$ cat src/hw/rtl/hvn_pkg.sv
// ----------------------------------------------------------------------------
// hvn_pkg
// Types and constants shared by the vertex normal stencil files.
// ----------------------------------------------------------------------------
package hvn_pkg;

  localparam int SAMPLE_W   = 24;
  localparam int COORD_W    = 10;
  localparam int UNIT_W     = 16;
  localparam int BASE_W     = 10;
  localparam int LOD_W      = 4;
  localparam int STEP_W     = 23;
  localparam int CFG_IDX_W  = 2;
  localparam int CFG_DATA_W = 23;

  localparam logic [CFG_IDX_W-1:0] REG_BASE_RES  = 2'd0;
  localparam logic [CFG_IDX_W-1:0] REG_LOD_SHIFT = 2'd1;
  localparam logic [CFG_IDX_W-1:0] REG_CELL_STEP = 2'd2;

  localparam logic [1:0] AXIS_X = 2'd0;
  localparam logic [1:0] AXIS_Y = 2'd1;

  typedef struct packed {
    logic signed [SAMPLE_W-1:0] sample_height;
  } in_item_t;

  typedef struct packed {
    logic [COORD_W-1:0]         vertex_col;
    logic [COORD_W-1:0]         vertex_row;
    logic signed [SAMPLE_W-1:0] height;
    logic signed [UNIT_W-1:0]   normal_x;
    logic signed [UNIT_W-1:0]   normal_y;
    logic signed [UNIT_W-1:0]   normal_z;
    logic signed [UNIT_W-1:0]   tangent_x;
    logic signed [UNIT_W-1:0]   tangent_y;
    logic signed [UNIT_W-1:0]   bitangent_y;
    logic signed [UNIT_W-1:0]   bitangent_z;
    logic                       last_vertex;
  } out_item_t;

  typedef struct packed {
    logic [CFG_IDX_W-1:0]  index;
    logic [CFG_DATA_W-1:0] data;
  } cfg_item_t;

  typedef struct packed {
    logic       start;
    logic [1:0] axis;
  } unit_req_t;

  typedef struct packed {
    logic done;
  } unit_rsp_t;

  typedef enum logic [2:0] {
    ST_IDLE, ST_READ, ST_FETCH, ST_NORMAL, ST_TANGENT, ST_BITANGENT, ST_FINISH
  } ctl_state_t;

  typedef enum logic [2:0] {
    U_IDLE, U_SHIFT, U_SQ, U_ROOT, U_DSET, U_DIV, U_DOUT, U_DONE
  } unit_state_t;

endpackage

$ cat src/hw/rtl/hvn_unitize.sv
// ----------------------------------------------------------------------------
// hvn_unitize
// Normalizes a three-component vector to Q1.15: prescale, sum of squares,
// bit-serial square root, then one bit-serial division per component.
// ----------------------------------------------------------------------------
module hvn_unitize #(
  parameter int CW = 26
) (
  input  logic                     clk,
  input  logic                     rst,
  input  hvn_pkg::unit_req_t       req,
  input  logic signed [CW-1:0]     comp [3],
  output hvn_pkg::unit_rsp_t       rsp,
  output logic signed [15:0]       unit_out [3]
);

  localparam int MW = CW - 1;

  hvn_pkg::unit_state_t state;
  logic [MW-1:0] mag [3];
  logic [2:0]    neg;
  logic [1:0]    axis;
  logic [1:0]    cnt;
  logic [31:0]   sum;
  logic [61:0]   xr;
  logic [30:0]   root;
  logic [34:0]   rem;
  logic [4:0]    rcnt;
  logic [31:0]   drem;
  logic [16:0]   nlow;
  logic [16:0]   q;

  logic [14:0] m15;
  logic [29:0] prod;
  logic [34:0] cur;
  logic [34:0] trial;
  logic [45:0] num;
  logic [32:0] dt;
  logic [31:0] dvs;
  logic [16:0] qc;
  logic        big;
  logic        zero;

  always_comb begin
    m15   = mag[cnt][14:0];
    prod  = {15'b0, m15} * {15'b0, m15};
    cur   = {rem[32:0], xr[61:60]};
    trial = {2'b0, root, 2'b01};
    num   = {1'b0, m15, 30'b0} + {15'b0, root};
    dvs   = {root, 1'b0};
    dt    = {drem, nlow[16]};
    qc    = (q > 17'd32768) ? 17'd32768 : q;
    big   = (mag[0][MW-1:15] != '0) || (mag[1][MW-1:15] != '0) ||
            (mag[2][MW-1:15] != '0);
    zero  = (mag[0] == '0) && (mag[1] == '0) && (mag[2] == '0);
  end

  assign rsp.done = (state == hvn_pkg::U_DONE);

  always_ff @(posedge clk) begin
    if (rst) begin
      state <= hvn_pkg::U_IDLE;
    end else begin
      case (state)
        hvn_pkg::U_IDLE: begin
          if (req.start) begin
            for (int i = 0; i < 3; i++) begin
              mag[i] <= comp[i][CW-1] ? MW'(-comp[i]) : MW'(comp[i]);
              neg[i] <= comp[i][CW-1];
            end
            axis  <= req.axis;
            state <= hvn_pkg::U_SHIFT;
          end
        end
        hvn_pkg::U_SHIFT: begin
          if (zero) begin
            for (int i = 0; i < 3; i++) begin
              unit_out[i] <= (2'(i) == axis) ? 16'sd32767 : 16'sd0;
            end
            state <= hvn_pkg::U_DONE;
          end else if (big) begin
            for (int i = 0; i < 3; i++) begin
              mag[i] <= mag[i] >> 1;
            end
          end else begin
            cnt   <= 2'd0;
            sum   <= '0;
            state <= hvn_pkg::U_SQ;
          end
        end
        hvn_pkg::U_SQ: begin
          sum <= sum + {2'b0, prod};
          cnt <= cnt + 2'd1;
          if (cnt == 2'd2) begin
            xr    <= {2'b0, sum + {2'b0, prod}, 28'b0};
            root  <= '0;
            rem   <= '0;
            rcnt  <= '0;
            state <= hvn_pkg::U_ROOT;
          end
        end
        hvn_pkg::U_ROOT: begin
          if (cur >= trial) begin
            rem  <= cur - trial;
            root <= {root[29:0], 1'b1};
          end else begin
            rem  <= cur;
            root <= {root[29:0], 1'b0};
          end
          xr   <= {xr[59:0], 2'b0};
          rcnt <= rcnt + 5'd1;
          if (rcnt == 5'd30) begin
            cnt   <= 2'd0;
            state <= hvn_pkg::U_DSET;
          end
        end
        hvn_pkg::U_DSET: begin
          drem  <= {3'b0, num[45:17]};
          nlow  <= num[16:0];
          q     <= '0;
          rcnt  <= '0;
          state <= hvn_pkg::U_DIV;
        end
        hvn_pkg::U_DIV: begin
          if (dt >= {1'b0, dvs}) begin
            drem <= 32'(dt - {1'b0, dvs});
            q    <= {q[15:0], 1'b1};
          end else begin
            drem <= dt[31:0];
            q    <= {q[15:0], 1'b0};
          end
          nlow <= {nlow[15:0], 1'b0};
          rcnt <= rcnt + 5'd1;
          if (rcnt == 5'd16) begin
            state <= hvn_pkg::U_DOUT;
          end
        end
        hvn_pkg::U_DOUT: begin
          if (neg[cnt]) begin
            unit_out[cnt] <= 16'(~qc + 17'd1);
          end else begin
            unit_out[cnt] <= (qc > 17'd32767) ? 16'sd32767 : qc[15:0];
          end
          cnt <= cnt + 2'd1;
          state <= (cnt == 2'd2) ? hvn_pkg::U_DONE : hvn_pkg::U_DSET;
        end
        hvn_pkg::U_DONE: begin
          state <= hvn_pkg::U_IDLE;
        end
        default: state <= hvn_pkg::U_IDLE;
      endcase
    end
  end

endmodule

$ cat config.mk
export PLATFORM = sky130hd
export DESIGN_NAME = hvn_unitize
export DESIGN_NICKNAME = d
export VERILOG_FILES = /design/src/hw/rtl/hvn_pkg.sv /design/src/hw/rtl/hvn_unitize.sv
export SDC_FILE = /design/constraint.sdc
export NUM_CORES = 1
export LEC_CHECK = 0
export BUFFER_PORTS_ARGS = -buffer_cell sky130_fd_sc_hd__buf_2
export CORE_MARGIN = 2
export CORE_UTILIZATION = 50
export CTS_BUF_LIST = sky130_fd_sc_hd__clkbuf_16
export DETAILED_ROUTE_END_ITERATION = 6
export PLACE_DENSITY = 0.67
export SYNTH_ARGS = -nofsm -noshare
export SYNTH_HDL_FRONTEND = slang
export SYNTH_SLANG_ARGS = --single-unit
$ cat constraint.sdc
create_clock -name clk -period 12.4 [get_ports clk]
set_input_delay 2.48 -clock clk [delete_from_list [all_inputs] [get_ports clk]]
set_output_delay 2.48 -clock clk [all_outputs]
set_load 0.01 [all_outputs]
Yosys cells after proc, flatten, opt, wreduce, memory -nomap -nowiden --
Memory sizes are Yosys's and may differ from the RTL's. A register that Yosys moved wholly into a read port is not among the register bits. Cells that the tools add are included.
Word-level totals: register bits 287, latch bits 0, memory bits (writable) 75, bits in read-only memories 0, output and inout port bits 49, word-level logic and storage cells 149, memories 1
Cells by class: add/sub/neg operators 10, multipliers 1, div/mod/pow operators 0, $lt $le $gt $ge 7, eq/ne operators 20, shift operators 0, multiplexer cells 60, bitwise gates (word level) 6, reduce and logical (&&, ||, !) cells 29
Memories:
- mag | words 3, width 25, read ports 4, clocked after Yosys merged registers in 1, write ports 3, RTL line hvn_unitize.sv:20 | logic [MW-1:0] mag [3];
Operators with widths (count):
- $mux 25 | 6
- $pmux 32 s2 | 2
- $pmux 62 s2 | 1
- $bwmux 48 | 2
- $mux 32 | 3
- $mux 48 | 2
- $pmux 48 s2 | 1
- $logic_not 25->1 | 3
- $neg 25->25 | 3
- $pmux 17 s2 | 2
- $mux 33 | 2
- $pmux 33 s2 | 1
- $mux 62 | 1
- $pmux 31 s2 | 1
- $add 45x31->46 | 1
- $mux 15 | 3
- $ge 35x33->1 | 1
- $ge 33x32->1 | 1
- $sub 33x33->33 | 1
- $add 32x30->32 | 1
- $demux 16 s2 | 1
- $mux 16 | 2
- $sub 32x32->32 | 1
- $mux 31 | 1
- other kinds (43) | 90

Depth between registers and ports, before layout --
An unclocked memory read counts as a cell.
depth after elaboration 10, mapped depth 30, gate-level depth less buffers 27

Least setup slack after synthesis --
Ideal clock, no wire load.
path type register -> register, from register with a tool-made name, to register xr[58], data pin, setup time 0.267 ns, data arrival time 7.146 ns, data required time 12.133 ns, slack 4.987 ns, stages on the path, launching flop included 28, period minus slack after synthesis 7.413 ns, cells stage by stage dfxtp_1 buf_2 buf_1 buf_1 nand2_1 o21ai_1 clkinv_1 nor2_1 inv_1 fa_1 fa_1 inv_1 fa_1 fa_1 fa_1 inv_1 fa_1 inv_1 ha_1 a2111oi_0 o21ai_0 a311oi_1 o21ai_0 a21oi_1 o31ai_1 a221o_1 xnor2_1 o21ai_0
RTL lines:
- to (signal assigned) | RTL line hvn_unitize.sv:95 | xr <= {2'b0, sum + {2'b0, prod}, 28'b0};
- to (signal assigned) | RTL line hvn_unitize.sv:110 | xr <= {xr[59:0], 2'b0};
- to (decl) | RTL line hvn_unitize.sv:25 | logic [61:0] xr;

==> results_dict.tcl <==
set metrics [dict create \
    gp_congestion 0.9340 \
    post_cts_buffers 0 \
    cts_resized 0 \
    grtUsageTotal_pct 24.06 \
    crit_type "flop to flop" \
    crit_path_max_fanout 15 \
    setup_viol 0 \
    overflow 0 \
    antenna_found_initial 0 \
    max-slew-margin-rel_pct 24.08 \
    yosysUniqueCellTypes 79 \
    ys_top_cells_by_area "edfxtp_1, fa_1, ha_1" \
    ys.flop_type "edfxtp_1" \
    multi_input_area_um2 14970 \
    async_flop_share_pct 0 \
    hpwl_um 49750 \
    required_ns 12.68 \
    coreArea_um2 52660 \
    fin_nets 3279 \
    drive_above_1_share_pct 8.449 \
    finalCriticalPeriod_ns 8.710 \
    yosysWarnings 0 \
    drc 0 \
    ys_ff_latch 336 \
    synth_area_per_cell_um2 9.636 \
    die_h_um 235.1 \
    grt_start_max_net_pins 108 \
    worst_slew_pin_slew_ns 1.128 \
    root_buffer "clkbuf_16" \
    status "finished, final reports clean" \
    design_area_um2 29200 \
    syn-num-nets 3191 \
    maxCapViolCount 0 \
    ant_nets 0 \
    pin_count 132 \
    critPathLaunchType "flop" \
    synthToLayoutAreaGrowth_pct 9.398 \
    grt_pass1_vias 20720 \
    grt_pass1_wl_um 108700 \
    synth_common_cells "inv_1, edfxtp_1, nand2_1" \
    tns_ns 0 \
    worst-endpoint-arrival_ns 8.99 \
    yosysMostFrequentCell "inv_1" \
    ff_latch_area_um2 10040 \
    chipWidth_um 235.1 \
    start_util_pct 50.69 \
    clock_latency_ns 0.58 \
    endpoint_kind "flop" \
    fmax_mhz 114.8 \
    dieArea_um2 55250 \
    fin_crit_sh_pct 70.24 \
    synth-seq-area-share_pct 37.61 \
    synth_top_area_share_pct 37.24 \
    nFillCells 4561 \
    hold_path.class "flop to flop" \
    wl_per_cell_um 18.60 \
    fin_util_pct 55.46 \
    first_iter_violations 1515 \
    hold_buffers 0 \
    place_area_um2 27950 \
    portBuffers 131 \
    synthesis.area_um2 26690 \
    synth-edff-count 331 \
    h-tree-depth 2 \
    synth_cells 2770 \
    placedCellCount 3504 \
    wl_um 66550 \
    slew_viol_final 0 \
    clock_sinks 336 \
    skew_ns 0.02302 \
    fin_cells 3577 \
    clk_pin_slew_ns 0.06 \
    rsz0062_at_grt "no" \
    cts_tree "built" \
    hold_viol_final 0 \
    synth_area_leader_cell "edfxtp_1" \
    num_vias 20540 \
    routed_via_density 5.743 \
    cts_made_buffers 40 \
    core.rowCount 84 \
    clock_path_buffers 3 \
    detail_route.first_pass.iterations 7 \
]
## routing by layer
| layer | part of all wire [%] | global-route usage [%] | up-vias |
|---|---|---|---|
| met5 | 0 | 0 | - |
| met4 | 3.0 | 7.672 | 0 |
| met3 | 5.3 | 2.996 | 135 |
| met2 | 48 | 40.20 | 605 |
| met1 | 43 | 32.67 | 10110 |
| li1 | - | - | 9692 |
## logic make-up (layout without fill, tap and decap cells)
family	count (synthesis)	after routing	synth area share [%]
AO/OA/AOI/OAI	590	590	13.29
XOR/XNOR	176	176	5.775
adder cells (fa/ha/maj)	338	338	20.48
buffers and inverters	450	568	6.473
flip-flops	336	336	37.61
multiplexers	72	72	2.714
other	0	1	0
AND/OR/NAND/NOR	808	808	13.65
## cell type report
class | count | share of cell area (%)
well taps | 688 | 2.948
multi-input cells | 1984 | 51.27
diodes | 1 | 0.008569
repair buffers | 144 | 2.579
clock buffers | 40 | 3.428
flip-flops and latches | 336 | 34.38
clock inverters | 32 | 0.8569
inverters | 352 | 4.525
## worst max-delay path: stages, from the launching register on
cell,delay (ns)
dfxtp_1,0.86
mux2i_1,0.17
o21ai_1,0.64
clkinv_1,0.53
nor2_1,0.34
inv_1,0.10
fa_1,0.48
fa_1,0.50
inv_1,0.06
fa_1,0.51
fa_1,0.44
fa_1,0.54
inv_1,0.06
fa_1,0.54
inv_1,0.04
ha_1,0.22
a2111oi_0,0.33
o21ai_0,0.23
a311oi_1,0.29
o21ai_0,0.18
a21oi_1,0.43
o31ai_1,0.25
a31oi_1,0.27
xor2_1,0.26
o21ai_0,0.12
## sequential cells by signal (all words and copies together) (netlist names), named ones only
name and flops:
axis 2, cnt 2, drem 32, mag 75
neg 3, nlow 17, q 17, rcnt 5
rem 33, root 31, state 3, sum 32
unit_out 48, xr 34
## layout by cell type (no fill, tap or decap), types with 21 or more instances in the layout
cell,netlist,routed
nor3_1,27,25
mux2i_1,69,69
nor4_1,24,24
buf_2,7,131
nand3_1,32,31
a21o_1,39,39
o21ai_0,236,236
o21ai_1,21,21
clkbuf_16,0,40
nand2_1,311,310
edfxtp_1,331,331
xnor2_1,99,99
xor2_1,77,77
nor2_1,248,244
o21a_1,27,27
inv_1,344,357
a21oi_1,133,133
ha_1,173,173
and2_1,30,30
fa_1,165,165
## stage by stage
step	hold slack (ns)	worst slack (ns)
floorplan	0.4836	4.987
global placement	0.4978	4.112
detailed placement	0.5014	3.857
finish	0.5224	3.690
CTS	0.5199	3.764
global route	0.5396	3.153
## worst paths after layout
kind | startpoint | to | slack (ns) | cells after the start
max reg2reg | flop | xr[56] | 3.69 | 24
min | xr[29] | xr[31] | 0.52 | 2
max | flop | xr[56] | 3.69 | 24
min reg2reg | xr[29] | xr[31] | 0.52 | 2
Power is left out: the tool's default activity adds up to more than one toggle a clock period on the data nets, which glitch-free logic cannot reach.
